==> src/sv/ssd_pkg.sv <==
package ssd_pkg;

  // fixed field widths
  localparam int SAMPLE_W = 16;
  localparam int GAIN_W   = 10;
  localparam int LEVEL_W  = 10;
  localparam int GAP_W    = 16;
  localparam int MINLEN_W = 16;
  localparam int START_W  = 24;
  localparam int LEN_W    = 25;
  localparam int COUNT_W  = 24;
  localparam int SIL_W    = 17;
  localparam int MAG_W    = SAMPLE_W + 1;
  localparam int PROD_W   = MAG_W + GAIN_W;
  localparam int SHIFT    = 15;
  localparam int CFG_ADDR_W = 2;
  localparam int CFG_DATA_W = 16;
  localparam int OUT_DATA_W = 80;

  localparam logic [SIL_W-1:0] SIL_MAX = '1;

  // configuration register indexes
  localparam logic [CFG_ADDR_W-1:0] CFG_GAIN     = 2'd0;
  localparam logic [CFG_ADDR_W-1:0] CFG_LEVEL    = 2'd1;
  localparam logic [CFG_ADDR_W-1:0] CFG_GAP      = 2'd2;
  localparam logic [CFG_ADDR_W-1:0] CFG_MIN_WORD = 2'd3;

  // reset values of the configuration registers
  localparam logic [GAIN_W-1:0]   GAIN_RST   = 10'd650;
  localparam logic [LEVEL_W-1:0]  LEVEL_RST  = 10'd5;
  localparam logic [GAP_W-1:0]    GAP_RST    = 16'd1000;
  localparam logic [MINLEN_W-1:0] MINLEN_RST = 16'd1000;

  typedef struct packed {
    logic [GAIN_W-1:0]   gain;
    logic [LEVEL_W-1:0]  level;
    logic [GAP_W-1:0]    gap_limit;
    logic [MINLEN_W-1:0] min_word_length;
  } cfg_t;

  typedef struct packed {
    logic                has_word;
    logic [START_W-1:0]  word_start;
    logic [LEN_W-1:0]    word_length;
    logic [COUNT_W-1:0]  word_count;
    logic                final_res;
  } result_t;

endpackage

==> src/sv/ssd_activity.sv <==
module ssd_activity (
  input  logic signed [ssd_pkg::SAMPLE_W-1:0] sample,
  input  ssd_pkg::cfg_t                       cfg,
  output logic                                active
);
  import ssd_pkg::*;

  logic signed [MAG_W-1:0]  sample_ext;
  logic [MAG_W-1:0]         mag_in;
  logic [PROD_W-1:0]        prod;
  logic [PROD_W-SHIFT-1:0]  mag;

  // magnitude, scale by gain, drop 15 fraction bits, compare to level
  always_comb begin
    sample_ext = MAG_W'(sample);
    mag_in     = sample_ext[MAG_W-1] ? MAG_W'(-sample_ext) : MAG_W'(sample_ext);
    prod       = PROD_W'(mag_in) * PROD_W'(cfg.gain);
    mag        = prod[PROD_W-1:SHIFT];
    active     = (mag >= (PROD_W-SHIFT)'(cfg.level));
  end

endmodule

==> src/sv/ssd_tracker.sv <==
module ssd_tracker #(
  parameter int INDEX_BITS = 24
) (
  input  logic              clk,
  input  logic              rst_n,
  input  ssd_pkg::cfg_t     cfg,
  input  logic              step,
  input  logic              active,
  input  logic              last,
  output logic              emit,
  output ssd_pkg::result_t  res
);
  import ssd_pkg::*;

  logic [INDEX_BITS-1:0] idx_r, idx_nxt;
  logic                  in_word_r, in_word_nxt;
  logic [INDEX_BITS-1:0] begin_r, begin_nxt;
  logic [INDEX_BITS-1:0] last_act_r, last_act_nxt;
  logic [SIL_W-1:0]      sil_r, sil_nxt;
  logic [COUNT_W-1:0]    words_r, words_nxt;

  logic                  has;
  logic [INDEX_BITS-1:0] start;
  logic [INDEX_BITS:0]   len;
  logic [INDEX_BITS:0]   closed_len;
  logic [INDEX_BITS-1:0] span;
  logic [INDEX_BITS-1:0] closed_span;

  // word tracking for one sample
  always_comb begin
    idx_nxt      = idx_r + INDEX_BITS'(1);
    in_word_nxt  = in_word_r;
    begin_nxt    = begin_r;
    last_act_nxt = last_act_r;
    sil_nxt      = sil_r;
    has          = 1'b0;
    start        = begin_r;
    len          = '0;
    span         = '0;
    // spans wrap at the index width before the length gets its extra bit
    closed_span  = last_act_r - begin_r;
    closed_len   = {1'b0, closed_span} + (INDEX_BITS+1)'(1);
    if (active) begin
      if (!in_word_r) begin
        // leading silence joins the word when short enough
        if (sil_r <= SIL_W'(cfg.gap_limit)) begin
          begin_nxt = idx_r - INDEX_BITS'(sil_r[GAP_W-1:0]);
        end else begin
          begin_nxt = idx_r;
        end
        in_word_nxt = 1'b1;
      end
      last_act_nxt = idx_r;
      sil_nxt      = '0;
      start        = begin_nxt;
      if (last) begin
        has  = 1'b1;
        span = idx_r - begin_nxt;
        len  = {1'b0, span} + (INDEX_BITS+1)'(1);
      end
    end else begin
      if (sil_r != SIL_MAX) begin
        sil_nxt = sil_r + SIL_W'(1);
      end
      // close the word on a long gap or at stream end
      if (in_word_r && ((sil_nxt > SIL_W'(cfg.gap_limit)) || last)) begin
        if (closed_len > (INDEX_BITS+1)'(cfg.min_word_length)) begin
          has = 1'b1;
          len = closed_len;
        end
        in_word_nxt = 1'b0;
      end
    end
    words_nxt = words_r + COUNT_W'(has);
    emit      = has || last;

    res.has_word    = has;
    res.word_start  = has ? START_W'(start) : '0;
    res.word_length = has ? LEN_W'(len) : '0;
    res.word_count  = words_nxt;
    res.final_res   = last;
  end

  // stream state, cleared after the last sample
  always_ff @(posedge clk) begin
    if (!rst_n) begin
      idx_r      <= '0;
      in_word_r  <= 1'b0;
      begin_r    <= '0;
      last_act_r <= '0;
      sil_r      <= '0;
      words_r    <= '0;
    end else if (step) begin
      if (last) begin
        idx_r      <= '0;
        in_word_r  <= 1'b0;
        begin_r    <= '0;
        last_act_r <= '0;
        sil_r      <= '0;
        words_r    <= '0;
      end else begin
        idx_r      <= idx_nxt;
        in_word_r  <= in_word_nxt;
        begin_r    <= begin_nxt;
        last_act_r <= last_act_nxt;
        sil_r      <= sil_nxt;
        words_r    <= words_nxt;
      end
    end
  end

  // stream end returns the tracker to its reset state
  a_last_clears: assert property (@(posedge clk) disable iff (!rst_n)
    step && last |=> idx_r == '0 && !in_word_r && words_r == '0 && sil_r == '0)
    else $error("stream state not cleared after last sample");

  // an active sample opens or keeps a word and ends the silent run
  a_active_opens: assert property (@(posedge clk) disable iff (!rst_n)
    step && active && !last |=> in_word_r && sil_r == '0 && last_act_r == $past(idx_r))
    else $error("active sample did not update word state");

  // a short silent run inside a word keeps the word open
  a_gap_bridged: assert property (@(posedge clk) disable iff (!rst_n)
    step && !active && !last && in_word_r && (sil_nxt <= SIL_W'(cfg.gap_limit))
    |=> in_word_r)
    else $error("word closed inside a bridged gap");

  // a report only happens on the edge of a word
  a_report_needs_word: assert property (@(posedge clk) disable iff (!rst_n)
    step && has && !active |-> in_word_r)
    else $error("word reported with no open word");

endmodule

==> src/sv/speech_segment_detector_core.sv <==
// a sample is captured in the input register; its result beat is then registered in the result register
// throughput: one sample per cycle unless a result beat is stalled by out_tready; the multiply-compare
//   and word update sit between the input register and the result register
// samples that cause no result produce no output beat; the last sample always yields one
// reset (rst_n, synchronous): stream state cleared, configuration registers back to their defaults
module speech_segment_detector_core #(
  parameter int INDEX_BITS = 24
) (
  input  logic                               clk,
  input  logic                               rst_n,
  // input stream
  input  logic                               in_tvalid,
  output logic                               in_tready,
  input  logic [ssd_pkg::SAMPLE_W-1:0]       in_tdata,   // sample[15:0]
  input  logic                               in_tlast,
  // result stream
  output logic                               out_tvalid,
  input  logic                               out_tready,
  output logic [ssd_pkg::OUT_DATA_W-1:0]     out_tdata,  // word_start[23:0], word_length[48:24],
                                                         // word_count[72:49], zeros[79:73]
  output logic                               out_tuser,  // has_word
  output logic                               out_tlast,  // final_res
  // configuration writes
  input  logic                               cfg_we,
  input  logic [ssd_pkg::CFG_ADDR_W-1:0]     cfg_addr,
  input  logic [ssd_pkg::CFG_DATA_W-1:0]     cfg_wdata
);
  import ssd_pkg::*;

  cfg_t                 cfg_r;
  logic                 s_vld_r;
  logic [SAMPLE_W-1:0]  s_sample_r;
  logic                 s_last_r;
  logic                 out_vld_r;
  result_t              res_r;

  logic                 out_free;
  logic                 advance;
  logic                 active;
  logic                 emit;
  result_t              res;

  // configuration registers
  always_ff @(posedge clk) begin
    if (!rst_n) begin
      cfg_r.gain            <= GAIN_RST;
      cfg_r.level           <= LEVEL_RST;
      cfg_r.gap_limit       <= GAP_RST;
      cfg_r.min_word_length <= MINLEN_RST;
    end else if (cfg_we) begin
      unique case (cfg_addr)
        CFG_GAIN:     cfg_r.gain            <= cfg_wdata[GAIN_W-1:0];
        CFG_LEVEL:    cfg_r.level           <= cfg_wdata[LEVEL_W-1:0];
        CFG_GAP:      cfg_r.gap_limit       <= cfg_wdata[GAP_W-1:0];
        CFG_MIN_WORD: cfg_r.min_word_length <= cfg_wdata[MINLEN_W-1:0];
        default: ;
      endcase
    end
  end

  // handshake: the input register drains when the result register can take a beat
  assign out_free  = !out_vld_r || out_tready;
  assign advance   = s_vld_r && out_free;
  assign in_tready = !s_vld_r || out_free;

  // input register
  always_ff @(posedge clk) begin
    if (!rst_n) begin
      s_vld_r <= 1'b0;
    end else if (in_tvalid && in_tready) begin
      s_vld_r <= 1'b1;
    end else if (advance) begin
      s_vld_r <= 1'b0;
    end
  end

  always_ff @(posedge clk) begin
    if (in_tvalid && in_tready) begin
      s_sample_r <= in_tdata;
      s_last_r   <= in_tlast;
    end
  end

  ssd_activity u_activity (
    .sample (s_sample_r),
    .cfg    (cfg_r),
    .active (active)
  );

  ssd_tracker #(
    .INDEX_BITS (INDEX_BITS)
  ) u_tracker (
    .clk    (clk),
    .rst_n  (rst_n),
    .cfg    (cfg_r),
    .step   (advance),
    .active (active),
    .last   (s_last_r),
    .emit   (emit),
    .res    (res)
  );

  // result register
  always_ff @(posedge clk) begin
    if (!rst_n) begin
      out_vld_r <= 1'b0;
    end else if (advance && emit) begin
      out_vld_r <= 1'b1;
    end else if (out_tready) begin
      out_vld_r <= 1'b0;
    end
  end

  always_ff @(posedge clk) begin
    if (advance && emit) begin
      res_r <= res;
    end
  end

  assign out_tvalid = out_vld_r;
  assign out_tdata  = {7'd0, res_r.word_count, res_r.word_length, res_r.word_start};
  assign out_tuser  = res_r.has_word;
  assign out_tlast  = res_r.final_res;

endmodule

==> config.mk <==
export PLATFORM = sky130hd
export DESIGN_NAME = speech_segment_detector_core
export DESIGN_NICKNAME = d
export VERILOG_FILES = /design/src/sv/ssd_pkg.sv /design/src/sv/ssd_activity.sv /design/src/sv/ssd_tracker.sv /design/src/sv/speech_segment_detector_core.sv
export SDC_FILE = /design/constraint.sdc
export NUM_CORES = 1
export LEC_CHECK = 0
export BUFFER_PORTS_ARGS = -buffer_cell sky130_fd_sc_hd__buf_2
export CAP_MARGIN = 20
export CORE_MARGIN = 2
export CORE_UTILIZATION = 47
export CTS_BUF_LIST = sky130_fd_sc_hd__clkbuf_16
export DETAILED_ROUTE_END_ITERATION = 10
export GPL_TIMING_DRIVEN = 0
export PLACE_DENSITY = 0.62
export SYNTH_ARGS = -nofsm -noshare
export SYNTH_HDL_FRONTEND = slang
export SYNTH_SLANG_ARGS = --single-unit
==> constraint.sdc <==
create_clock -name clk -period 33.8 [get_ports clk]
set_input_delay 10.14 -clock clk [delete_from_list [all_inputs] [get_ports clk]]
set_output_delay 10.14 -clock clk [all_outputs]
set_load 0.05 [all_outputs]
# ---- After elaboration in Yosys (flattened, before gate mapping)
# Cells that the tools add are included.
dict set report op_classes {
  add_sub_neg 9
  multipliers 1
  div 0
  n_lt_le_gt_ge 4
  n_eq_ne 4
  shift 0
  muxes 29
  bitwise 0
  reduce_logical 21
}
# cell count
set op_table {}
lappend op_table {{2-to-1 mux 24 bit} 9}
lappend op_table {{2-to-1 mux 25 bit} 4}
lappend op_table {{2-to-1 mux 17 bit} 5}
lappend op_table {{adder 24 x 1 -> 25 bit (second input constant)} 2}
lappend op_table {{subtractor 24 bit} 2}
lappend op_table {{multiplier 17 x 10 -> 27 bit} 1}
lappend op_table {{> comparator 25 x 16 -> 1 bit} 1}
lappend op_table {{adder 24 x 1 -> 24 bit} 1}
lappend op_table {{adder 24 x 1 -> 24 bit (second input constant)} 1}
lappend op_table {{subtractor 24 x 16 -> 24 bit} 1}
lappend op_table {{adder 17 x 1 -> 17 bit (second input constant)} 1}
lappend op_table {{> comparator 17 x 16 -> 1 bit} 1}
lappend op_table {{<= comparator 17 x 16 -> 1 bit} 1}
lappend op_table {{inequality test 17 bit (second input constant)} 1}
lappend op_table {{negation 16 -> 17 bit} 1}
lappend op_table {{>= comparator 12 x 10 -> 1 bit} 1}
lappend op_table {{AND reduction 2 bit} 6}
lappend op_table {{2-to-1 mux 1 bit} 11}
lappend op_table {{nonzero test 2 bit} 3}
lappend op_table {{equality test 2 bit (second input constant)} 2}
lappend op_table {{logical AND 1 bit} 4}
lappend op_table {{logical OR 1 bit} 4}
lappend op_table {{nonzero test 3 bit} 1}
lappend op_table {{equality test 2 x 1 -> 1 bit (second input constant)} 1}
lappend op_table {{2 further kinds} 3}
dict set report totals {
  reg_bits 260
  latchBits 0
  mem_bits_rw 0
  mem_bits_ro 0
  in_bits 40
  out_inout_bits 84
  elab_cells 87
  mem_count 0
}

# ---- Longest topological paths before layout
# Gate-level depths: netlist of run 1.
dict set report logic_depth {
  word_depth 13
  depth_mapped 53
  mapped_depth_nobuf 48
}

# ---- Modules after synthesis
# A second synthesis of run 1 with hierarchy kept.
dict set report hier_totals {
  cells_unflattened 2700
  hier_area_um2 23516.3
}
# module instances cells_per_inst area_each_um2 seq_area_each_um2
set modules_own_cells {}
lappend modules_own_cells {ssd_tracker 1 1787 13172.6 2282.2}
lappend modules_own_cells {ssd_activity 1 600 5375.2 0.0}
lappend modules_own_cells {speech_segment_detector_core 1 313 4968.5 3843.7}

# ---- Worst setup path after synthesis of run 1
# OpenSTA, ideal clock, no wires.
dict set report synth_path {
  kind {input port to output port}
  start {input port out_tready}
  end {output port in_tready}
  t_arrival_ns 10.688
  required_time_ns 23.660
  path_slack_ns 12.972
  stages 2
  path_buffers 0
  cell_sequence {nor2b_1 -> nand2_1}
}
dict set report synth_via {
  elab_chain_len 2
}
# item line_no
set synth_rtl {}
lappend synth_rtl {{start: declaration} speech_segment_detector_core.sv:18} ;# input logic out_tready,
lappend synth_rtl {{logical OR 1 bit} speech_segment_detector_core.sv:62} ;# assign out_free = !out_vld_r || out_tready;
lappend synth_rtl {{logical OR 1 bit} speech_segment_detector_core.sv:64} ;# assign in_tready = !s_vld_r || out_free;
lappend synth_rtl {{end: declaration} speech_segment_detector_core.sv:13} ;# output logic in_tready,
# No other way between the ends.

# ---- Worst setup path in the final report of run 1
# Same ends and word-level chain as after synthesis.

==> results of run 1 <==
## power by group
group | switching [µW] | internal, µW | leakage [µW]
logic | 491 | 304 | 0.00798
registers | 6.13 | 344 | 0.00220
clock network | 146 | 195 | 0.000528
## kinds of logic after synthesis
kind of cell | share of synthesized area
AND/OR/NAND/NOR | 0.179
AO/OA/AOI/OAI | 0.168
buffers and inverters | 0.0608
adder cells (fa/ha/maj) | 0.218
flip-flops | 0.281
XOR/XNOR | 0.0727
multiplexers | 0.0195
other | 0.000345
## synthesized netlist by cell type, drive strengths merged, types with 13 or more instances
master  count  share of area
clkbuf     77          0.013
nand4      36          0.011
o31ai      14         0.0051
dfxtp     168           0.15
o211ai     37          0.013
edfxtp     92           0.13
a31oi      13         0.0043
nand2     278          0.048
a22oi      29          0.010
nand2b     13         0.0037
xnor2     103          0.042
o21a       27         0.0093
xor2       76          0.031
nor2b      22         0.0063
nand3      54          0.012
or3        24         0.0069
buf        30         0.0080
nor2      171          0.029
a22o       23         0.0093
ha        187           0.11
mux2i      33          0.015
fa        120           0.11
a21oi     155          0.037
a21o       50          0.017
and3       34         0.0098
o21ai     111          0.026
nor3       30         0.0074
o22ai      14         0.0043
inv       228          0.039
and2       83          0.024
## critical path: stages
cell	delay (ns)
sky130_fd_sc_hd__buf_2	0.09
sky130_fd_sc_hd__nor2b_1	0.35
sky130_fd_sc_hd__nand2_1	0.13
sky130_fd_sc_hd__buf_2	0.23
## layer usage
metal  wire, µm  vias up  share of wire
li1           -     8924              -
met1      29900     8952           0.47
met2      27900      627           0.43
met3       4220       94          0.066
met4       2100        4          0.033
met5         28        -        0.00044
## worst max-delay path by stage
stage          startpoint         to  slack, ns
6_report       out_tready  in_tready      12.71
5_1_grt        out_tready  in_tready      12.64
3_5_place_dp   out_tready  in_tready      12.73
3_3_place_gp   out_tready  in_tready      12.76
4_1_cts        out_tready  in_tready      12.72
2_1_floorplan  out_tready  in_tready      12.97
## per-stage QoR
stage | cells | instance area [µm²] | utilization | power, µW
floorplan | 2491 | 21800 | - | 940
global placement | 3206 | 23200 | 0.508 | 1130
detailed placement | 3210 | 23200 | 0.510 | 1140
CTS | 3268 | 24300 | 0.532 | 1490
global route | 3271 | 24300 | 0.533 | 1600
finish | 3271 | 24300 | 0.533 | 1490
## cells in the final DEF, fill, tap and decap left out, drive strengths merged, types with 12 or more instances in the layout
cell type and n:
a211oi 12, a21o 50, a21oi 155, a22o 23, a22oi 29, a31oi 13, and2 83, and3 34
and4 12, buf 152, clkbuf 109, clkinv 12, conb 17, dfxtp 168, edfxtp 92, fa 120
ha 187, inv 238, mux2i 33, nand2 278, nand2b 13, nand3 54, nand4 36, nor2 171
nor2b 22, nor3 30, o211ai 37, o21a 27, o21ai 111, o22ai 14, o31ai 14, or3 24
xnor2 103, xor2 76
## registers in the layout, summed over array words and instances (netlist names)
signal	cells
u_tracker.idx_r	24
u_tracker.in_word_r	1
cfg_r	52
out_tuser	1
u_tracker.last_act_r	24
out_tdata	73
s_last_r	1
u_tracker.sil_r	17
out_tvalid	1
s_vld_r	1
u_tracker.begin_r	24
s_sample_r	16
u_tracker.words_r	24
out_tlast	1
## layout make-up
type,instances,area [µm²]
tap,600,751
timing repair buffer,122,661
fill,4239,21300
clock inverter,26,223
clock buffer,32,801
buffer,107,464
multi-input combinational,1895,14400
inverter,229,860
sequential,260,6130
==> flow_results.org, run 1 <==
** Worst setup path
- In this run the critical register-to-register path is captured at u_tracker.words_r[23]$_SDFFE_PN0P_.
- Counting cells, the worst reg-to-reg path comes to 50.
- Critical path startpoint category :: input port
- Kind of critical path :: in -> out
- For the worst setup path, the data required time is between 20 and 25 ns.
- Setup slack of the worst register-to-register path :: 20.20 ns
- Maximum net fanout on the critical path :: 5
- In this run the critical register-to-register path is launched from s_sample_r[0]$_DFFE_PP_.
- Data on the critical path arrives at its endpoint at between 10 and 15 ns.
- The worst setup path is captured at an output port.

** STA
- Number of slew-limit violations in the final report :: 0
- Setup repair after global routing left no endpoint under its margin.
- Setup clock skew after layout :: roughly 0.035 ns
- For the pin with the worst max-slew slack, the measured transition is 1.16 ns.
- Across all hold checks on the routed design, the worst slack comes to between 0.4 and 0.5 ns.
- The total count of hold-check failures in the final report is 0.
- Share of the clock period used by the worst path after layout :: 0.624
- Final total negative setup slack :: 0 ns
- Fin crit period :: approximately 21 ns
- Static timing analysis puts the maximum clock frequency at around 47 MHz.
- Setup violations remaining at the end of the flow were counted as 0.
- Remaining max-slew budget at the tightest pin :: 0.221
- Across all setup checks in the final design, the least slack found is roughly 13 ns.

** Global route
- The first global-routing pass estimated about 99 mm of wire.
- In the global route stage, met3 resource usage came out at 0.0365.
- Grt peak-use layer :: met2
- Number of antenna violations at the first check in global routing :: 3
- Largest net degree at the start of global routing :: 31
- Global Route Usage Sum :: 0.265
- Number of global-route vias before repair :: between 15000 and 20000
- M2 GR Usage :: 0.417
- After global routing the overflow that remains totals 0.
- In the global route stage, met1 resource usage came out at 0.375.

** Route
- After detailed routing, the number of vias per cell comes to 5.69.
- Remaining design rule violation count :: 0
- DR pass1 iterations :: 6
- The count of nets left with antenna violations once routing finished came out at 0.
- The final route contains approximately 19000 vias.
- Starting DRC count in detailed routing :: about 1400
- The routed design has between 60 and 70 mm of wire.
- Wire per inst :: between 15 and 20 µm

** Placed design
- RD Place Congestion :: 0.910
- During placement, the flow inserted port buffers numbering around 120.
- Worst slack after detailed placement :: around 13 ns
- Placed wire-length estimate after detailed placement :: 51.5 mm

** Synthesis
- Synth Flop Type :: sky130_fd_sc_hd__dfxtp_1
- In this run, synthesis inferred 92 flip-flops with an integrated enable.
- Warning count from the yosys run :: 0
- A synthesized cell averages a little under 9 µm².
- FFs w/ async S/R, synth :: 0
- Count of cell types in the netlist :: 89
- Number of register bits inferred by synthesis :: between 200 and 300
- The share of the Yosys chip area taken by registers is 0.281.
- Number of instances in the synthesized netlist :: around 2500
- Syn Std Cell Area :: approximately 22000 µm²

** Final layout
- The net count of the finished layout is 2993.
- The repair_antennas step left the layout with diodes totalling 0.
- Area grow syn2layout :: 11.5%
- Fraction of final layout cells sized beyond drive strength 1 :: 0.0906

** Hold path
- For hold timing, the worst endpoint is cfg_r[4]$_SDFFE_PN0P_.
- Worst hold path class :: reg -> reg
- Counting instances, the worst hold path has a depth of 2.
- Hold_sp :: cfg_r[4]$_SDFFE_PN0P_

** Pwr
- Power per cell area :: around 61 nW/µm²
- Peak supply drop :: between 40 and 50 µV
- Leakage dissipation :: roughly 0.011 µW

** CTS
- Max Buffers Root-to-Sink :: 3
- CTS hold repair buffers :: 0
- Worst-Skew Late Latency :: between 0.6 and 0.7 ns
- Number of clock buffers inserted by TritonCTS :: 31
- In this run the number of H-tree levels came out at 1.
- Clock-pin slew was measured on the worst setup and hold paths at 0.06 ns.
- CTS tree :: built
- The tree is rooted in a sky130_fd_sc_hd__clkbuf_16.
- Number of setup buffers added after CTS :: 0
- Once the clock tree was built, the resizer swapped 0 gates to a different size.
- CTS Sinks :: 260

** Die
- The die covers just under 50000 µm².
- In this run the horizontal extent of the chip is ~220 µm.
- Number of standard-cell rows in the floorplan :: ~80
- Measured along the y axis, the die boundary spans roughly 220 µm.
- Initial Utilization :: 0.478
- During I/O placement, the number of pins put on the boundary was between 100 and 150.
- Core area :: 45600 µm²

** Flow run
- Max-cap violations in this run came to 0.

** Status
- The run finished with clean final reports.
(Power assumes the default switching activity.)
==> inputs of run 2 (changes only) <==
--- a/config.mk
+++ b/config.mk
@@ -5,6 +5,7 @@
 export SDC_FILE = /design/constraint.sdc
 export NUM_CORES = 1
 export LEC_CHECK = 0
+export ABC_AREA = 1
 export BUFFER_PORTS_ARGS = -buffer_cell sky130_fd_sc_hd__buf_2
 export CAP_MARGIN = 20
 export CORE_MARGIN = 2
@@ -12,7 +13,7 @@
 export CTS_BUF_LIST = sky130_fd_sc_hd__clkbuf_16
 export DETAILED_ROUTE_END_ITERATION = 10
 export GPL_TIMING_DRIVEN = 0
-export PLACE_DENSITY = 0.62
+export PLACE_DENSITY = 0.64
 export SYNTH_ARGS = -nofsm -noshare
 export SYNTH_HDL_FRONTEND = slang
 export SYNTH_SLANG_ARGS = --single-unit
==> constraint.sdc (replaced) <==
create_clock -name clk -period 18.9 [get_ports clk]
set_input_delay 5.67 -clock clk [delete_from_list [all_inputs] [get_ports clk]]
set_output_delay 5.67 -clock clk [all_outputs]
set_load 0.05 [all_outputs]
==> run 2 against run 1 <==
Net effect: sequential power grew 88%; final cell count grew 26%; core utilization shrank 0.12 points; sequential share of layout area shrank 1.8 points; die area grew 7.9%; final area grew 7.6%; largest power group unchanged; highest routed layer unchanged.
==> flow_results.org, run 2 <==
** Status
- Result of the run :: finished clean

** Final layout
- In the final layout, the share of cells above drive strength 1 is 0.0868.
- In the layout the commonest cells are sky130_fd_sc_hd__nand2_1 (762), sky130_fd_sc_hd__inv_1 (531), sky130_fd_sc_hd__nor2_1 (315), sky130_fd_sc_hd__a21oi_1 (211), sky130_fd_sc_hd__ha_1 (187).
- Post-layout instance area :: around 26000 µm²
- Number of flip-flops under the largest register name :: 73
- Net count of the finished layout :: around 3800
- Compared with the post-synthesis result, the final layout area differs by 11.1%.
- The library cell used most frequently in the layout, excluding fill and tap cells, is sky130_fd_sc_hd__nand2_1.

** Hold path
- The worst hold path terminates at u_tracker.begin_r[17]$_SDFFE_PN0P_.
- Hold_sp :: u_tracker.begin_r[17]$_SDFFE_PN0P_
- WHS Path Cells :: 2
- The worst hold path belongs to the class reg -> reg.

** Global route
- Entering global routing, the biggest net connects 62 pins.
- The initial antenna violation count was 2.
- For met3 alone, demand over resource in global routing was 0.0382.
- In the global route stage, overall resource usage came out at 0.309.
- met2 is the most crowded layer.
- Met1 track demand over resource in global routing :: 0.434
- Summed over all layers, the global routing overflow is 0.
- For met2 alone, demand over resource in global routing was 0.500.
- The number of global-route vias before repair came to around 22000.
- Global-route wire length before repair :: 125 mm

** Route
- Antenna Violating Nets Remaining :: 0
- Vias after detailed routing :: about 23000
- Remaining design rule violation count :: 0
- The pre-antenna-repair detailed-routing pass consisted of 5 iterations.
- After detailed routing, the average wire length per cell comes to 19.6 µm.
- In this run, the number of DRC markers left after iteration 0 of detailed routing was 2010.
- Using the TritonRoute via totals, the vias-per-cell ratio works out to approximately 5.5.
- Routed wire length :: around 80 mm

** CTS
- Once the clock tree was built, the setup fixing pass inserted 0 buffers.
- CTS Sinks :: 260
- For this design, the CTS-stage hold fixing added 0 buffers.
- CTS placed an instance of sky130_fd_sc_hd__clkbuf_16 at the clock tree root.
- Number of resized instances in the post-cts repair step :: 0
- Counting along the longest clock path gives a buffer depth of 3.
- Number of levels in the clock H-tree :: 1
- Clock slew at the register clock pins of the worst setup and hold paths :: approximately 0.06 ns
- Worst-Skew Late Latency :: 0.61 ns
- Number of clock buffers inserted by TritonCTS :: 31
- TritonCTS built the clock tree.

** STA
- Fin crit period :: roughly 12 ns
- On the final layout, the worst hold slack is 0.465 ns.
- Dividing the final minimum period by the clock period gives 0.638.
- Setup violations remaining at the end of the flow were counted as 0.
- Remaining max-slew budget at the tightest pin :: 0.301
- Across the routed clock network, the largest skew measured is between 0.015 and 0.02 ns.
- Final total negative setup slack :: 0 ns
- Number of slew-limit violations in the final report :: 0
- Across all setup checks in the final design, the least slack found is roughly 7 ns.
- At the pin with the least slew margin, the transition time is 1.05 ns.
- F_max :: ~83 MHz
- RSZ-0062 raised after global routing :: no
- The total count of hold-check failures in the final report came to 0.

** Die
- The floorplan step set the die height to 228 µm.
- Initial Utilization :: 0.479
- During I/O placement, the number of pins put on the boundary was 124.
- Die Footprint :: about 52000 µm²
- In this run the horizontal extent of the chip is around 230 µm.
- The floorplan step defined a core boundary enclosing slightly below 50000 µm².
- Number of standard-cell rows in the floorplan :: slightly above 80

** Pwr
- Of the total power, combinational logic draws 0.656.
- Internal cell power :: 1800 µW
- Summed over all cells, the static leakage comes to approximately 0.013 µW.
- Clock power frac :: 0.170
- Peak supply drop :: around 120 µV
- Net Sw Frac :: 0.523
- Reg power frac :: 0.174
- The design draws 3770 µW.
- For this design the total switching power over the nets is 1970 µW.
- Power spread over the standard cell area amounts to 144 nW/µm².

** Placed design
- At the end of routability-driven placement, the weighted congestion stood at slightly below 1.
- Count of input and output buffers :: 115
- Placed Area :: 25000 µm²
- Worst slack after detailed placement :: 7.02 ns
- Summed over all nets, the half-perimeter wirelength after detailed placement is around 67 mm.

** Synthesis
- Warning count from the yosys run :: 0
- Among all flip-flop cells after synthesis, the most frequent one is sky130_fd_sc_hd__dfxtp_1.
- Leading cell type by number of instances after synthesis :: sky130_fd_sc_hd__nand2_1
- Syn Std Cell Area :: 23500 µm²
- Counting flops with a built-in enable in the synthesized netlist gives 92.
- After technology mapping, the gate count stands at ~3300.
- Proportion of synthesized chip area in sequential cells :: 0.260
- By count the netlist is led by sky130_fd_sc_hd__nand2_1 (763), sky130_fd_sc_hd__inv_1 (525), sky130_fd_sc_hd__nor2_1 (315).
- Of the post-synthesis cell area, the dominant cell type holds 0.143.
- Post-synthesis area per instance :: between 7 and 8 µm²
- Synthesis inferred 260 register bits.
- Leading area contributor after synthesis :: sky130_fd_sc_hd__dfxtp_1
- Ranked by total cell area, the synthesized netlist is headed by sky130_fd_sc_hd__dfxtp_1 (14%), sky130_fd_sc_hd__nand2_1 (12%), sky130_fd_sc_hd__edfxtp_1 (12%), sky130_fd_sc_hd__fa_1 (10%), sky130_fd_sc_hd__ha_1 (9.9%).
- FFs w/ async S/R, synth :: 0
- Yosys mapped the design onto between 50 and 60 distinct sky130hd cell types.

** Flow run
- Reported max-cap violation count :: 0

** Worst setup path
- Cell depth of the worst flop-to-flop path :: 50
- End of the worst register-to-register path :: u_tracker.words_r[23]$_SDFFE_PN0P_
- Cell mode on critical path :: sky130_fd_sc_hd__nand2_1
- Setup slack of the worst register-to-register path :: slightly below 7 ns
- For the worst setup path, the data required time is slightly below 20 ns.
- Data arrival time at the worst-slack endpoint :: approximately 13 ns
- For this run, the slowest stage of the critical path takes around 0.85 ns.
- Worst setup EP type :: flip-flop
- In this run the critical register-to-register path is launched from s_sample_r[0]$_DFFE_PP_.
- Critical path startpoint category :: flip-flop
- Cell type group with the largest total delay on the critical path :: simple AND/OR/NAND/NOR gates
- Cell with the biggest individual delay on the critical path :: sky130_fd_sc_hd__xor2_1
- Kind of critical path :: reg -> reg
- Maximum net fanout on the critical path :: 10
- Worst Path Buf+Inv :: 8
-- run 2: worst reg2reg max path, delay by kind of cell (launching register included) --
kind | cells | cell delay [ns]
simple gates | 26 | 4.92
fa+ha+maj | 9 | 3.63
buf+inv | 8 | 0.89
flops | 1 | 0.44
compound gates | 4 | 0.93
xor+xnor | 3 | 1.20
-- run 2: how the worst max path moves through the flow --
stage,from,to,slack (ns),cells after the start
after floorplan,out_tready,in_tready,7.10,2
after global placement,s_sample_r[0]$_DFFE_PP_,out_tdata[16]$_SDFFCE_PP0P_,6.81,39
after detailed placement,out_tready,in_tready,7.02,4
after CTS,out_tready,in_tready,7.02,4
after global routing,s_sample_r[0]$_DFFE_PP_,u_tracker.words_r[23]$_SDFFE_PN0P_,6.00,50
final,s_sample_r[0]$_DFFE_PP_,u_tracker.words_r[23]$_SDFFE_PN0P_,6.84,50
-- run 2: power by group through the flow --
stage                     Sequential [µW]  Combinational (µW)  Clock (µW)
final                                 657                2470         642
after global routing                  660                2780         671
after CTS                             656                2450         649
after detailed placement              668                2430           0
after global placement                669                2400           0
after floorplan                       722                1720           0
-- run 2: layout make-up --
class                      instances  area (µm²)
fill                            4852       23000
antenna                            1        2.50
tap                              664         831
clock buffer                      31         776
clock inverter                    27         298
buffer                            83         425
sequential                       260        6130
multi-input combinational       2408       15000
inverter                         541        2030
timing repair buffer             119         626
-- run 2: cells by family (layout without fill, tap and decap cells) --
kind of cell	Yosys count	in the layout	synth area share
and+or+nand+nor	1470	1470	0.273
buffers and inverters	624	801	0.105
AOI/OAI and AO/OA	510	510	0.122
adders and majority gates	307	307	0.202
DFF	260	260	0.260
xor gates and xnor gates	104	104	0.0387
other	2	18	0.000319
-- run 2: routing by layer --
layer / vias up / part of all wire
li1: 10900 / -
met1: 10800 / 0.45
met2: 905 / 0.45
met3: 138 / 0.075
met4: 4 / 0.032
met5: - / 0.00036
-- run 2: metrics by stage --
stage / util / std cells
3_5_place_dp: 0.510 / 4075
2_1_floorplan: - / 3292
3_3_place_gp: 0.508 / 4071
4_1_cts: 0.531 / 4133
6_report: 0.531 / 4134
5_1_grt: 0.531 / 4133
==> inputs of run 3 (changes only) <==
--- a/config.mk
+++ b/config.mk
@@ -13,7 +13,7 @@
 export CTS_BUF_LIST = sky130_fd_sc_hd__clkbuf_16
 export DETAILED_ROUTE_END_ITERATION = 10
 export GPL_TIMING_DRIVEN = 0
-export PLACE_DENSITY = 0.64
+export PLACE_DENSITY = 0.62
 export SYNTH_ARGS = -nofsm -noshare
 export SYNTH_HDL_FRONTEND = slang
 export SYNTH_SLANG_ARGS = --single-unit
==> constraint.sdc (replaced) <==
create_clock -name clk -period 11.4 [get_ports clk]
set_input_delay 3.42 -clock clk [delete_from_list [all_inputs] [get_ports clk]]
set_output_delay 3.42 -clock clk [all_outputs]
set_load 0.05 [all_outputs]
==> run 3 against run 2 <==
Net effect: sequential power rose by 66%; first-iteration DRC count fell by 5.1%; final cell count about the same; die area unchanged; total power rose by 69%; global-route usage fell by 0.22 points; sequential share of layout area shrank 0.18 points; critical path type unchanged; via count shrank 0.29%; non-clock buffer count grew 1.
==> flow_results.org, run 3 (synthesis results as in run 2) <==
** CTS
- TritonCTS built the clock tree.
- CTS Sinks :: 260
- Counting the buffers created by CTS gives 34.
- Worst-Skew Late Latency :: between 0.5 and 0.6 ns
- For this design, the CTS-stage hold fixing added 0 buffers.
- In this run the number of H-tree levels came out at 2.
- CTS placed an instance of sky130_fd_sc_hd__clkbuf_16 at the clock tree root.
- Max Buffers Root-to-Sink :: 3
- Clock slew at the register clock pins of the worst setup and hold paths :: 0.05 ns

** STA
- At the pin with the least slew margin, the transition time is roughly 1 ns.
- RSZ-0062 raised after global routing :: no
- Between clock sinks in the finished design, the worst skew comes to between 0.01 and 0.015 ns.
- Measured against its own limit, the worst slew margin works out to 0.346.
- Subtracting the final worst setup slack from the clock period gives 10.67 ns.
- For the final routed database, the setup TNS stands at 0 ns.
- F_max :: 93.7 MHz
- Of the available clock period, the critical path in the final layout requires 0.936.
- Final Hold Vio Count :: 0
- Setup violations remaining at the end of the flow were counted as 0.
- Number of slew-limit violations in the final report :: 0

** Final layout
- Summing all multi-input logic gate instances after layout gives 15100 µm².
- Post-layout instance area :: 26300 µm²
- # fillers :: between 4000 and 5000
- Area grow syn2layout :: 11.9%
- Final non-filler cell total :: 4138
- Summing all flip-flop and latch instances after layout gives between 6000 and 7000 µm².
- Most frequent standard cell in the layout excluding fill and tap cells :: sky130_fd_sc_hd__nand2_1
- Final antenna diode count :: 0
- For this run, the post-layout net count is about 3800.
- Highest-count cells in the layout ignoring fill and taps :: sky130_fd_sc_hd__nand2_1 (760), sky130_fd_sc_hd__inv_1 (532), sky130_fd_sc_hd__nor2_1 (312), sky130_fd_sc_hd__a21oi_1 (211), sky130_fd_sc_hd__ha_1 (187)
- Number of flip-flops under the largest register name :: 73
- Of the cells placed in the final design, the portion with a size suffix greater than 1 is 0.0901.

** Route
- The detailed router placed around 23000 vias in this run.
- After detailed routing, the total wire length is 80.1 mm.
- Once detail routing completed, the nets flagged for antenna violations numbered 0.
- After detailed routing, the number of vias per cell comes to between 5 and 6.
- After detailed routing, the number of remaining DRC violations is 0.
- The first TritonRoute pass finished after 5 iterations.
- Wire per inst :: ~19 µm
- Starting DRC count in detailed routing :: roughly 1900

** Worst setup path
- The worst register-to-register path begins at s_sample_r[0]$_DFFE_PP_.
- Cell with the biggest individual delay on the critical path :: sky130_fd_sc_hd__fa_1
- Biggest cell delay along the critical path :: ~0.55 ns
- Cell type group with the largest total delay on the critical path :: simple AND/OR/NAND/NOR gates
- Critical path startpoint category :: flip-flop
- The most numerous cell type found on the critical path is sky130_fd_sc_hd__nand2_1.
- Worst setup EP type :: flip-flop
- Setup slack of the worst register-to-register path :: roughly 0.73 ns
- For the worst setup path, the data required time is 11.87 ns.
- The critical path crosses 55 cells after its start point.
- In this run the worst path has a maximum fanout of 10.
- Counting both buffers and inverters, the worst setup path holds a total of 9.
- Kind of critical path :: reg -> reg
- In this run the critical register-to-register path is captured at u_tracker.words_r[22]$_SDFFE_PN0P_.
- Data arrival time at the worst-slack endpoint :: 11.14 ns
- Cell depth of the worst flop-to-flop path :: 55

** Die
- Core area :: between 40000 and 50000 µm²
- The die is roughly 230 µm tall.
- The initial utilization of the core area, before any placement, comes to 0.479.
- The floorplan has between 80 and 90 rows.
- Floorplan die width :: roughly 230 µm
- During I/O placement, the number of pins put on the boundary was 124.
- Die Footprint :: between 50000 and 60000 µm²

** Hold path
- The worst hold path was traced through 2 stages.
- The startpoint identified for the worst hold timing path is cfg_r[39]$_SDFFE_PN0P_.
- The worst hold path terminates at cfg_r[39]$_SDFFE_PN0P_.
- The worst hold path belongs to the class reg -> reg.

** Global route
- The first global-routing pass estimated around 120 mm of wire.
- GR Overflow Total :: 0
- Entering global routing, the biggest net connects 52 pins.
- The initial antenna violation count is 4.
- Global Route Usage Sum :: 0.307
- Number of global-route vias before repair :: around 22000

** Pwr
- The share of total power dissipated in the clock network is 0.181.
- Combinational Power Share :: 0.647
- Dividing total power by cell area gives a power density of about 240 nW/µm².
- IR analysis of the VDD net gives a maximum drop of 163 µV.
- Power spent charging and discharging nets :: ~3300 µW
- Reg power frac :: 0.172
- Leakage dissipation :: 0.0127 µW
- Internal cell power :: just over 3000 µW
- Of the total power, the share spent switching nets is 0.515.

** Status
- Result of the run :: finished clean

** Placed design
- Post-Place Cells :: ~4100
- RD Place Congestion :: between 0.9 and 1
- Once detailed placement completed, the half-perimeter wirelength came to 66.1 mm.
- Count of input and output buffers :: between 100 and 150
- Placed Area :: around 25000 µm²

** Flow run
- Across the run, the number of max-cap violations was 0.
-- run 3: power groups by stage --
stage	clock [µW]	combinational, µW	sequential [µW]
2_1_floorplan	0	2860	1200
3_3_place_gp	0	3950	1110
3_5_place_dp	0	4020	1110
4_1_cts	1170	4050	1090
5_1_grt	1200	4580	1100
6_report	1150	4110	1090
-- run 3: repair_timing --
item	CTS	global route
pin swaps	0	4
gates resized for setup	2	12
hold endpoints to repair	0	0
setup buffers	0	3
setup endpoints to repair	9	22
-- run 3: worst max path at each step --
stage	startpoint	endpoint
2_1_floorplan	s_sample_r[0]$_DFFE_PP_	out_tdata[0]$_SDFFCE_PP0P_
3_3_place_gp	s_sample_r[0]$_DFFE_PP_	out_tdata[28]$_SDFFCE_PP0P_
3_5_place_dp	s_sample_r[0]$_DFFE_PP_	u_tracker.words_r[23]$_SDFFE_PN0P_
4_1_cts	s_sample_r[0]$_DFFE_PP_	u_tracker.words_r[23]$_SDFFE_PN0P_
5_1_grt	s_sample_r[1]$_DFFE_PP_	u_tracker.words_r[22]$_SDFFE_PN0P_
6_report	s_sample_r[0]$_DFFE_PP_	u_tracker.words_r[22]$_SDFFE_PN0P_
-- run 3: layer usage --
metal | track usage | wire [µm] | vias to the layer above
li1 | - | - | 10900
met1 | 0.424 | 35900 | 10700
met2 | 0.486 | 35100 | 884
met3 | 0.0517 | 6150 | 154
met4 | 0.109 | 2930 | 6
met5 | 0 | 43 | -
-- run 3: per-stage QoR --
step	total power (µW)	utilization	setup WS, ns	hold slack (ns)
floorplan	4050	-	2.01	0.435
global placement	5060	0.508	-0.719	0.452
detailed placement	5130	0.510	-0.233	0.461
CTS	6300	0.534	0.0747	0.469
global route	6880	0.536	0.0305	0.483
finish	6360	0.536	0.730	0.471
-- run 3: cell type report --
type | count | area share
multi-input cells | 2408 | 0.573
clock inverters | 24 | 0.00908
repair buffers | 121 | 0.0245
flip-flops and latches | 260 | 0.233
inverters | 541 | 0.0772
well taps | 664 | 0.0316
plain buffers | 82 | 0.0160
clock buffers | 38 | 0.0361
-- run 3: worst reg2reg max path, delay by kind of cell, from the launching register on --
family,cells,cell delay [ns]
AOI/OAI and AO/OA,3,0.52
and+or+nand+nor,33,4.87
adders and majority gates,8,3.44
buffers and inverters,9,1.07
xor gates and xnor gates,2,0.27
DFF,1,0.44
